==> config.mk <==
export PLATFORM = sky130hd
export DESIGN_NAME = small_language_lexer
export DESIGN_NICKNAME = d
export VERILOG_FILES = /design/src/sv/sll_pkg.sv /design/src/sv/sll_core.sv /design/src/sv/sll_outq.sv /design/src/sv/small_language_lexer.sv
export SDC_FILE = /design/constraint.sdc
export NUM_CORES = 1
export LEC_CHECK = 0
export ABC_AREA = 1
export BUFFER_PORTS_ARGS = -buffer_cell sky130_fd_sc_hd__buf_2
export CORE_MARGIN = 5
export CORE_UTILIZATION = 60
export DETAILED_ROUTE_END_ITERATION = 10
export PLACE_DENSITY = 0.78
export SLEW_MARGIN = 20
export SYNTH_ARGS = -nofsm -noshare
export SYNTH_HDL_FRONTEND = slang
export SYNTH_SLANG_ARGS = --single-unit
==> constraint.sdc <==
create_clock -name clk_i -period 7.5 [get_ports clk_i]
set_clock_uncertainty 0.2 [all_clocks]
set_input_delay 1.5 -clock clk_i [delete_from_list [all_inputs] [get_ports clk_i]]
set_output_delay 1.5 -clock clk_i [all_outputs]
set_load 0.005 [all_outputs]
==> src/sv/sll_pkg.sv <==
// Shared types, constants and character-class functions for the small language lexer.
package sll_pkg;

  // Source size bound and the offset at which byte positions stop counting
  localparam int unsigned MaxSourceBytes = 65536;
  localparam int unsigned PosTopInt =
      (MaxSourceBytes - 1 > 65535) ? 65535 : (MaxSourceBytes - 1);
  localparam logic [15:0] PosTop = 16'(PosTopInt);

  // Keyword "procedure" length
  localparam logic [3:0] KwLen = 4'd9;

  // Result queue geometry
  localparam int unsigned QDepth = 4;
  localparam int unsigned QAw = $clog2(QDepth);

  // Token kinds as seen on the result stream
  typedef enum logic [3:0] {
    TkIdent   = 4'd0,
    TkProc    = 4'd1,
    TkInt     = 4'd2,
    TkSemi    = 4'd3,
    TkLbrace  = 4'd4,
    TkRbrace  = 4'd5,
    TkLparen  = 4'd6,
    TkRparen  = 4'd7,
    TkPercent = 4'd8,
    TkStar    = 4'd9,
    TkSlash   = 4'd10,
    TkPlus    = 4'd11,
    TkMinus   = 4'd12,
    TkEquals  = 4'd13,
    TkNoMore  = 4'd14
  } tok_kind_e;

  // One result item
  typedef struct packed {
    tok_kind_e   kind;
    logic [15:0] start;
    logic [15:0] len;
    logic        last;
  } tok_t;

  function automatic logic is_letter(input logic [7:0] c);
    return ((c >= "a") && (c <= "z")) || ((c >= "A") && (c <= "Z"));
  endfunction

  function automatic logic is_digit(input logic [7:0] c);
    return (c >= "0") && (c <= "9");
  endfunction

  function automatic logic is_space(input logic [7:0] c);
    return (c == " ") || ((c >= 8'h09) && (c <= 8'h0d));
  endfunction

  // Expected keyword byte at a given match index
  function automatic logic [7:0] kw_char(input logic [3:0] idx);
    logic [7:0] c;
    unique case (idx)
      4'd0:    c = "p";
      4'd1:    c = "r";
      4'd2:    c = "o";
      4'd3:    c = "c";
      4'd4:    c = "e";
      4'd5:    c = "d";
      4'd6:    c = "u";
      4'd7:    c = "r";
      4'd8:    c = "e";
      default: c = 8'h00;
    endcase
    return c;
  endfunction

  // Single-character token kind; TkNoMore when the byte is not one of them
  function automatic tok_kind_e single_kind(input logic [7:0] c);
    tok_kind_e k;
    unique case (c)
      ";":     k = TkSemi;
      "{":     k = TkLbrace;
      "}":     k = TkRbrace;
      "(":     k = TkLparen;
      ")":     k = TkRparen;
      "%":     k = TkPercent;
      "*":     k = TkStar;
      "+":     k = TkPlus;
      "-":     k = TkMinus;
      "=":     k = TkEquals;
      default: k = TkNoMore;
    endcase
    return k;
  endfunction

endpackage

==> src/sv/sll_core.sv <==
// Lexer state registers and the single-pass step that turns one byte into up to two tokens.
module sll_core (
  input  logic          clk_i,
  input  logic          rst_ni,
  input  logic          in_accept_i,
  input  logic          in_end_i,
  input  logic [7:0]    in_char_i,
  output logic [1:0]    res_cnt_o,
  output sll_pkg::tok_t res0_o,
  output sll_pkg::tok_t res1_o
);
  import sll_pkg::*;

  localparam logic [2:0] ModeIdle  = 3'd0;
  localparam logic [2:0] ModeIdent = 3'd1;
  localparam logic [2:0] ModeInt   = 3'd2;
  localparam logic [2:0] ModeSlash = 3'd3;
  localparam logic [2:0] ModeLine  = 3'd4;
  localparam logic [2:0] ModeBlock = 3'd5;
  localparam logic [2:0] ModeStar  = 3'd6;

  logic [2:0]  mode_q, mode_d;
  logic [15:0] begin_q, begin_d;
  logic [15:0] pos_q, pos_d;
  logic [3:0]  kw_idx_q, kw_idx_d;
  logic        kw_ok_q, kw_ok_d;
  logic        halted_q, halted_d;

  logic [15:0] span;
  logic        pending;
  tok_t        flush_tok;
  logic        do_flush;
  logic        go_idle;
  logic        sec_valid;
  tok_t        sec_tok;
  tok_kind_e   sk;
  logic [1:0]  cnt;

  // Length of the pending run
  assign span = (pos_q >= begin_q) ? (pos_q - begin_q) : '0;
  assign sk   = single_kind(in_char_i);

  // Pending token as it would be flushed by this beat
  always_comb begin
    pending         = 1'b0;
    flush_tok       = '0;
    flush_tok.start = begin_q;
    flush_tok.len   = span;
    unique case (mode_q)
      ModeIdent: begin
        pending = 1'b1;
        flush_tok.kind = (kw_ok_q && (kw_idx_q == KwLen) && (in_end_i || (in_char_i != "_")))
                         ? TkProc : TkIdent;
      end
      ModeInt: begin
        pending        = 1'b1;
        flush_tok.kind = TkInt;
      end
      ModeSlash: begin
        pending        = 1'b1;
        flush_tok.kind = TkSlash;
        flush_tok.len  = 16'd1;
      end
      default: begin
        pending = 1'b0;
      end
    endcase
  end

  // Next state and the beat's results
  always_comb begin
    mode_d    = mode_q;
    begin_d   = begin_q;
    pos_d     = pos_q;
    kw_idx_d  = kw_idx_q;
    kw_ok_d   = kw_ok_q;
    halted_d  = halted_q;
    do_flush  = 1'b0;
    go_idle   = 1'b0;
    sec_valid = 1'b0;
    sec_tok   = '0;
    sec_tok.start = pos_q;

    if (in_end_i) begin
      // End of source: flush and mark unless halted, and always return to reset state
      if (!halted_q) begin
        do_flush     = pending;
        sec_valid    = 1'b1;
        sec_tok.kind = TkNoMore;
      end
      mode_d   = ModeIdle;
      begin_d  = '0;
      pos_d    = '0;
      kw_idx_d = '0;
      kw_ok_d  = 1'b1;
      halted_d = 1'b0;
    end else if (!halted_q) begin
      // Advance the current run or comment
      unique case (mode_q)
        ModeIdent: begin
          if (is_letter(in_char_i) || is_digit(in_char_i)) begin
            if (kw_ok_q && (kw_idx_q < KwLen) && (in_char_i == kw_char(kw_idx_q))) begin
              kw_idx_d = kw_idx_q + 4'd1;
            end else begin
              kw_ok_d = 1'b0;
            end
          end else begin
            do_flush = 1'b1;
            go_idle  = 1'b1;
          end
        end
        ModeInt: begin
          if (!is_digit(in_char_i)) begin
            do_flush = 1'b1;
            go_idle  = 1'b1;
          end
        end
        ModeSlash: begin
          if (in_char_i == "/") begin
            mode_d = ModeLine;
          end else if (in_char_i == "*") begin
            mode_d = ModeBlock;
          end else begin
            do_flush = 1'b1;
            go_idle  = 1'b1;
          end
        end
        ModeLine: begin
          if ((in_char_i == 8'h0a) || (in_char_i == 8'h0d)) begin
            go_idle = 1'b1;
          end
        end
        ModeBlock: begin
          if (in_char_i == "*") begin
            mode_d = ModeStar;
          end
        end
        ModeStar: begin
          if (in_char_i == "/") begin
            mode_d = ModeIdle;
          end else if (in_char_i != "*") begin
            mode_d = ModeBlock;
          end
        end
        default: begin
          go_idle = 1'b1;
        end
      endcase

      // Start a new token from idle
      if (go_idle) begin
        mode_d = ModeIdle;
        priority if (is_space(in_char_i)) begin
          mode_d = ModeIdle;
        end else if (is_letter(in_char_i)) begin
          mode_d   = ModeIdent;
          begin_d  = pos_q;
          kw_ok_d  = (in_char_i == "p");
          kw_idx_d = (in_char_i == "p") ? 4'd1 : 4'd0;
        end else if (in_char_i == "0") begin
          sec_valid    = 1'b1;
          sec_tok.kind = TkInt;
          sec_tok.len  = 16'd1;
        end else if (is_digit(in_char_i)) begin
          mode_d  = ModeInt;
          begin_d = pos_q;
        end else if (in_char_i == "/") begin
          mode_d  = ModeSlash;
          begin_d = pos_q;
        end else if (sk != TkNoMore) begin
          sec_valid    = 1'b1;
          sec_tok.kind = sk;
          sec_tok.len  = 16'd1;
        end else begin
          sec_valid    = 1'b1;
          sec_tok.kind = TkNoMore;
          halted_d     = 1'b1;
        end
      end

      // Saturating byte offset
      if (pos_q < PosTop) begin
        pos_d = pos_q + 16'd1;
      end
    end
  end

  // Order the results and tag the final one
  always_comb begin
    res0_o = '0;
    res1_o = '0;
    cnt    = 2'd0;
    if (do_flush) begin
      res0_o = flush_tok;
      if (sec_valid) begin
        res1_o      = sec_tok;
        res1_o.last = 1'b1;
        cnt         = 2'd2;
      end else begin
        res0_o.last = 1'b1;
        cnt         = 2'd1;
      end
    end else if (sec_valid) begin
      res0_o      = sec_tok;
      res0_o.last = 1'b1;
      cnt         = 2'd1;
    end
    res_cnt_o = in_accept_i ? cnt : 2'd0;
  end

  // Hold state between accepted beats
  always_ff @(posedge clk_i or negedge rst_ni) begin
    if (!rst_ni) begin
      mode_q   <= ModeIdle;
      begin_q  <= '0;
      pos_q    <= '0;
      kw_idx_q <= '0;
      kw_ok_q  <= 1'b1;
      halted_q <= 1'b0;
    end else if (in_accept_i) begin
      mode_q   <= mode_d;
      begin_q  <= begin_d;
      pos_q    <= pos_d;
      kw_idx_q <= kw_idx_d;
      kw_ok_q  <= kw_ok_d;
      halted_q <= halted_d;
    end
  end

endmodule

==> src/sv/sll_outq.sv <==
// Small result queue taking up to two tokens per cycle and releasing one per cycle when popped.
module sll_outq (
  input  logic          clk_i,
  input  logic          rst_ni,
  input  logic [1:0]    push_cnt_i,
  input  sll_pkg::tok_t push0_i,
  input  sll_pkg::tok_t push1_i,
  input  logic          pop_i,
  output logic          room_o,
  output logic          valid_o,
  output sll_pkg::tok_t head_o
);
  import sll_pkg::*;

  tok_t         mem_q [QDepth];
  logic [QAw-1:0] wr_ptr_q, wr_ptr_d;
  logic [QAw-1:0] rd_ptr_q, rd_ptr_d;
  logic [QAw:0]   cnt_q, cnt_d;
  logic [QAw-1:0] wr_ptr_nx;

  assign wr_ptr_nx = wr_ptr_q + QAw'(1);

  // Room for a full pair of results
  assign room_o  = (cnt_q <= (QAw+1)'(QDepth - 2));
  assign valid_o = (cnt_q != '0);
  assign head_o  = mem_q[rd_ptr_q];

  // Advance pointers and fill level
  always_comb begin
    wr_ptr_d = wr_ptr_q + QAw'(push_cnt_i);
    rd_ptr_d = pop_i ? (rd_ptr_q + QAw'(1)) : rd_ptr_q;
    cnt_d    = cnt_q + (QAw+1)'(push_cnt_i) - (QAw+1)'(pop_i);
  end

  // Store pushed beats
  always_ff @(posedge clk_i) begin
    if (push_cnt_i != 2'd0) begin
      mem_q[wr_ptr_q] <= push0_i;
    end
    if (push_cnt_i == 2'd2) begin
      mem_q[wr_ptr_nx] <= push1_i;
    end
  end

  always_ff @(posedge clk_i or negedge rst_ni) begin
    if (!rst_ni) begin
      wr_ptr_q <= '0;
      rd_ptr_q <= '0;
      cnt_q    <= '0;
    end else begin
      wr_ptr_q <= wr_ptr_d;
      rd_ptr_q <= rd_ptr_d;
      cnt_q    <= cnt_d;
    end
  end

endmodule

==> src/sv/small_language_lexer.sv <==
// Top level of the small language lexer: byte stream in, token stream out.
//
//   Channel   Dir  Beat carries
//   s_axis    in   one source byte (tdata) and an end-of-source flag (tuser)
//   m_axis    out  one token: kind, start offset, length; tlast on the final
//                  token caused by one source beat
//
// One source beat is taken per cycle while the queue has room; its tokens
// are computed in the same cycle from the lexer state and written into a
// four-entry result queue. A beat may yield two tokens, so input is held
// off while fewer than two queue entries are free; the queue drains at one
// token per cycle while m_axis_tready is high. Reset clears the lexer state
// and empties the queue; no clearing pass. Tokens leave m_axis in order.
module small_language_lexer (
  input  logic        clk_i,
  input  logic        rst_ni,
  input  logic        s_axis_tvalid,
  output logic        s_axis_tready,
  input  logic [7:0]  s_axis_tdata,   // [7:0] character
  input  logic        s_axis_tuser,   // [0] kind: 1 = end of source
  output logic        m_axis_tvalid,
  input  logic        m_axis_tready,
  output logic [39:0] m_axis_tdata,   // [3:0] token_kind, [19:4] token_start,
                                      // [35:20] token_length, [39:36] zero
  output logic        m_axis_tlast    // last_of_run
);
  import sll_pkg::*;

  logic       in_accept;
  logic       out_pop;
  logic [1:0] res_cnt;
  tok_t       res0;
  tok_t       res1;
  tok_t       head;
  logic       room;
  logic       head_valid;

  assign in_accept = s_axis_tvalid && s_axis_tready;
  assign out_pop   = m_axis_tvalid && m_axis_tready;

  // Lexer step
  sll_core u_core (
    .clk_i       (clk_i),
    .rst_ni      (rst_ni),
    .in_accept_i (in_accept),
    .in_end_i    (s_axis_tuser),
    .in_char_i   (s_axis_tdata),
    .res_cnt_o   (res_cnt),
    .res0_o      (res0),
    .res1_o      (res1)
  );

  // Result queue
  sll_outq u_outq (
    .clk_i      (clk_i),
    .rst_ni     (rst_ni),
    .push_cnt_i (res_cnt),
    .push0_i    (res0),
    .push1_i    (res1),
    .pop_i      (out_pop),
    .room_o     (room),
    .valid_o    (head_valid),
    .head_o     (head)
  );

  // Drive the stream ports
  assign s_axis_tready = room;
  assign m_axis_tvalid = head_valid;
  assign m_axis_tdata  = {4'b0000, head.len, head.start, head.kind};
  assign m_axis_tlast  = head.last;

  // Results only arise from an accepted beat
  a_res_only_on_accept: assert property (@(posedge clk_i) disable iff (!rst_ni)
    !in_accept |-> (res_cnt == 2'd0))
    else $error("tokens produced without an accepted source beat");

  // A stalled input side means queued tokens are on offer
  a_stall_has_output: assert property (@(posedge clk_i) disable iff (!rst_ni)
    !s_axis_tready |-> m_axis_tvalid)
    else $error("input stalled with nothing to deliver");

  // End of source closes with the no-more marker
  a_end_marker_pair: assert property (@(posedge clk_i) disable iff (!rst_ni)
    (in_accept && s_axis_tuser && (res_cnt == 2'd2)) |-> (res1.kind == TkNoMore))
    else $error("end of source did not close with the no-more marker");

  a_end_marker_one: assert property (@(posedge clk_i) disable iff (!rst_ni)
    (in_accept && s_axis_tuser && (res_cnt == 2'd1)) |-> (res0.kind == TkNoMore))
    else $error("end of source did not emit the no-more marker");

endmodule

Word-level counts from Yosys, hierarchy flattened. Memory sizes are Yosys's and may differ from the RTL's. Index checks and enable logic that the tools add are counted.

Memory bits (read-only): 112. Bits in writable memories: 148. Bits in latches: 0. Bits of input ports: 13. Output and inout bits: 43. Memories: 2. Register bits after elaboration: 48.

Memories: u_outq.mem_q (depth 4, bits a word 37, read ports 1, clocked after memory_dff 0, write ports 2, line sll_outq.sv:15) `tok_t mem_q [QDepth];`; (name not given) (depth 16, bits a word 7, read ports 1, clocked after memory_dff 0, write ports 0, line sll_pkg.sv:59) `unique case (idx)`.

Add/sub/neg operators: 8. Shifts and indexed selects: 0. $mul: 0. Divide/modulo/power cells: 0. Mux-type cells: 113. Reductions and logical operators: 27. Eq/ne operators: 34. Order comparisons: 12. Bitwise gates (word level): 0.

Operators by type and width (number): 16-bit 2-to-1 mux (21); 37-bit 2-to-1 mux (3); 8-bit by 6-bit == test with 1-bit output, second input constant (11); 4-bit 2-to-1 mux (18); 1-bit 2-to-1 mux (46); 4-bit case mux with 10 select lines (1); 3-bit 2-to-1 mux (12); 8-bit 2-to-1 mux (4); 8-bit by 7-bit == test with 1-bit output, second input constant (3); 16-bit by 1-bit adder with 16-bit output, second input constant (1); 8-bit by 4-bit == test with 1-bit output, second input constant (2); 16-bit >= comparator (1); 8-bit by 7-bit >= comparator with 1-bit output, second input constant (2); 8-bit by 7-bit less-or-equal comparator with 1-bit output, second input constant (2); 16-bit less-than comparator, second input constant (1); 16-bit subtractor (1); 4-bit case mux with 3 select lines (1); 6-bit AND reduction (2); 1-bit logical AND (10); 5-bit by 2-bit != test with 1-bit output, second input constant (2); 3-bit == test, second input constant (3); 3-bit case mux with 3 select lines (1); 8-bit == test (1); 8-bit by 4-bit >= comparator with 1-bit output, second input constant (1); 32 further kinds (44).

Depth between registers and ports, before layout.
Word-level depth: 18. Depth in mapped cells: 24. Mapped depth without buffers: 21.

Cells and area by module. Synthesis repeated with hierarchy kept, for this count alone.

Cells, all modules: 1853. Area, all modules: 13315.3 um2.

By module, submodules not included: sll_outq (cells an instance 1092, seq. area each 4619.4 um2, area each 8677.1 um2, instances 1); sll_core (cells an instance 752, seq. area each 1027.2 um2, area each 4589.4 um2, instances 1); small_language_lexer (cells an instance 9, seq. area each 0.0 um2, area each 48.8 um2, instances 1).

Worst setup path after synthesis. OpenSTA, ideal clock, no wires.

Path kind: input to register. From: input s_axis_tdata[6]. To: memory u_outq.mem_q[0][0] (netlist name) (enable). Library setup time: 0.377 ns. Slack: 2.223 ns. Arrival: 4.701 ns. Stages on the path: 19. Path through: inv_1 -> nand2_1 -> nor2_2 -> nand2_1 -> nand2_1 -> nor2_1 -> a21oi_4 -> nand4_4 -> and2_1 -> buf_6 -> buf_2 -> ha_1 -> inv_1 -> nor2_1 -> nor2_1 -> nor2_1 -> nor2_1 -> clkbuf_1 -> inv_1.

RTL lines: from (decl) (line small_language_lexer.sv:19) `input logic [7:0] s_axis_tdata,`; to (decl) (line sll_outq.sv:15).

==> reports/metrics.csv <==
stage,metric,value,unit
clocking,clock_latency,0.44,ns
clocking,clk_pin_slew,0.07,ns
yosys,ys_seq_area_share,43.2,%
timing,tns,0,ns
power,power_switching,1.81,mW
floorplanning,io_pins,56,
yosys,ys_warn_count,0,
clocking,post_cts_buffers,0,
grt,grt_overflow,0,
clocking,cts-htree-levels,4,
timing,setup_viol,0,
worst_setup_path,cp_cell_sequence,"buf_2, inv_2, nand2_1, nor2_2, nand2_1, nand2_1, nor2_1, a21oi_4, nand4_4, and2_2, ha_1, inv_1, nor2_1, nor2_1, inv_1, nand2_1, inv_2, nor2_1, inv_1",
floorplanning,die_x,150,um
clocking,cts-root-buf,clkbuf_16,
timing,clock.fmax,0.158,GHz
grt,first_global_vias,10194,
worst_hold_path,min_from,u_outq.mem_q[1][8],
yosys,synth_top_area_cell,edfxtp_1,
grt,use_met3,5.42,%
worst_setup_path,crit_arrival,6.13,ns
timing,maxSlewHeadroom,28.2,%
yosys,synth_async_sr_flop_share,24.5,%
drt,vias,11023,
clocking,numCtsBuffers,17,
drt,drt-pass1-iter-count,7,
worst_setup_path,end_kind,flip-flop,
power,swShare,44.8,%
drt,wl_per_cell,18.0,um
timing,fin_crit_sh,84.3,%
drt,routed_wl,33.3,mm
power,internal_power,2.23,mW
clocking,ctsHoldBuffers,0,
grt,grt_use_met2,47.8,%
clocking,clkSinkCount,196,
yosys,syn_area,11700,um2
finish,antennaDiodeCount,0,
worst_hold_path,hold_depth,2,
run,drv_cap,0,
yosys,synth_edf_count,88,
finish,utilization,64.8,%
worst_setup_path,reg2reg_depth,18,
worst_setup_path,r2r_end,u_outq.mem_q[2][19],
placement,hpwl,22.5,mm
yosys,syn-instance-count,1590,
grt,grt_util_all_layers,30.2,%
worst_setup_path,r2r-start,u_core.mode_q[2],
timing,hold_ws,0.252,ns
floorplanning,rows,51,
worst_setup_path,path_class,in2reg,
worst_hold_path,hold_end,u_outq.mem_q[1][8],
yosys,avgSynthCellArea,7.35,um2
clocking,cts_resized,0,
worst_setup_path,crit_required,7.31,ns
timing,rsz0062_at_grt,no,
grt,busiest_layer,met2,
yosys,synth_area_leaders,"edfxtp_1, nand2_1, dfxtp_1, dfrtp_1, nand3_1",
drt,drtIter0Drc,1355,
floorplanning,die_y,150,um
worst_setup_path,slowest_delay,0.84,ns
finish,area_growth,7.24,%
power,power_density,322,nW/um2
power,seq_power_share,32.5,%
grt,globalRouteMet1Util,43.0,%
yosys,yosysTopAreaCellShare,22.6,%
finish,drive_above_1_share,8.15,%
power,p_clk_share,23.1,%
outcome,status,finished clean,
power,ir_worst_vdd,196,uV
yosys,synth_cell_types,50,
drt,vias_per_cell,5.96,
yosys,yosys_most_used_dff,edfxtp_1,
drt,ant_nets,0,
worst_hold_path,hold_class,reg2reg,
finish,final_area,12500,um2
floorplanning,start_util,60.4,%
finish,nFillCells,1721,
timing,finalCriticalPeriod,6.32,ns
worst_setup_path,path_max_fanout,36,
power,pwr-share-comb,44.4,%
floorplanning,core-area,19300,um2
drt,route.detailed.drc,0,
worst_setup_path,cp_slowest_cell,nor2_1,
grt,grt_antenna_before_repair,0,
timing,finalHoldViolCount,0,
floorplanning,fp.dieArea,22400,um2
placement,placed_area,11900,um2
timing,tightest_slew,1.08,ns
timing,drv_slew,0,
clocking,clockBufferDepth,2,
finish,finalNetCount,1613,
placement,port_buffers,51,
grt,grt_first_pass_wirelength,53.8,mm
worst_setup_path,reg2reg_slack,1.88,ns
placement,place_ws,0.760,ns
placement,gp_congestion,0.968,
worst_setup_path,critPathLaunchType,input pin,
clocking,cts_tree,yes,
yosys,synth-seq-cells,196,
grt,grt_max_degree,81,
timing,setup_ws,1.18,ns
power,p_leak,5.81,nW
cell usage in the layout (no fill, tap or decap), types with 11 or more instances in the layout:
master	instances
dfrtp_1	46
nand3_1	140
clkbuf_16	18
dfxtp_1	60
a21oi_1	36
inv_1	91
ha_1	28
buf_2	50
nand4_1	104
o21ai_0	123
buf_4	15
o22ai_1	41
nor2_1	160
xor2_1	11
nand2_1	471
edfxtp_1	88
power groups by stage:
stage / clock [mW] / sequential [mW] / combinational [mW]
after CTS: 0.937 / 1.31 / 1.77
after global placement: 0 / 1.33 / 1.74
after global routing: 0.983 / 1.32 / 1.98
after floorplan: 0 / 1.29 / 1.25
final: 0.932 / 1.31 / 1.79
after detailed placement: 0 / 1.33 / 1.76
area by class of cell:
type	instances	area, um2	share of cell area, %
Inverter	101	383	3.05
Timing Repair Buffer	65	363	2.90
Clock inverter	13	143	1.14
Clock buffer	19	464	3.70
Multi-Input combinational cell	1189	5800	46.3
Tap cell	265	332	2.65
Sequential cell	196	5050	40.3
synthesized netlist by cell type, types with 2 or more instances:
library cell and count:
nor2_1 164, and2_1 2, inv_2 7, xor2_1 11, clkbuf_1 70, nand2_1 471
o31ai_1 3, o211ai_1 3, nor4_1 5, nor3b_1 4, nor3_1 8, buf_4 4
a21oi_1 36, or2_2 3, o22ai_1 41, clkinv_1 2, a21boi_0 2, fa_1 2
buf_1 5, edfxtp_1 88, o21ai_0 123, o2111ai_1 2, dfrtp_1 47, o21a_1 2
a31oi_1 2, nand4_1 104, ha_1 28, a21oi_2 2, dfxtp_1 60, a21oi_4 2
inv_1 92, nor2_2 3, buf_2 22, buf_6 5, xnor2_1 8, nand3_1 140
nand2_2 4
kinds of logic after synthesis:
kind of cell,share of synthesized area [%]
and+or+nand+nor,33.9
adders and majority gates,3.34
buffers and inverters,7.38
xor gates and xnor gates,1.42
other,0.0321
AOI/OAI and AO/OA,10.7
DFF,43.2
per-stage QoR:
| step | total power [mW] | cells |
|---|---|---|
| global route | 4.28 | 1848 |
| finish | 4.04 | 1848 |
| global placement | 3.07 | 1816 |
| floorplan | 2.55 | 1593 |
| detailed placement | 3.09 | 1816 |
| CTS | 4.02 | 1848 |
flip-flops by register name, indices dropped and copies added, names as in the netlist:
register         flops
u_core.kw_ok_q       1
u_core.halted_q      1
u_core.mode_q        3
u_outq.rd_ptr_q      2
u_outq.mem_q       148
u_outq.cnt_q         3
u_core.pos_q        16
u_core.begin_q      16
u_outq.wr_ptr_q      2
u_core.kw_idx_q      4
worst max-delay path, delay by kind of cell:
kind | cells | cell delay [ns]
AOI/OAI and AO/OA | 1 | 0.17
adders and majority gates | 1 | 0.31
and+or+nand+nor | 11 | 2.67
buffers and inverters | 6 | 1.45
routing by layer:
metal  vias up  wire, um
li1       5345         -
met1      5128     14300
met2       489     15300
met3        61      3070
met4         0       664
met5         -         0
how the worst max path moves through the flow:
stage	from	endpoint	slack [ns]	cells after the start
after floorplan	s_axis_tdata[6]	u_outq.mem_q[0][0]	2.22	19
after global placement	s_axis_tdata[4]	u_outq.mem_q[2][19]	0.91	19
after detailed placement	s_axis_tdata[4]	u_outq.mem_q[2][23]	0.76	19
after CTS	s_axis_tdata[4]	u_outq.mem_q[2][19]	1.25	19
after global routing	s_axis_tdata[4]	u_outq.mem_q[2][19]	0.72	19
final	s_axis_tdata[4]	u_outq.mem_q[2][19]	1.18	19
(Power assumes the default switching activity.)
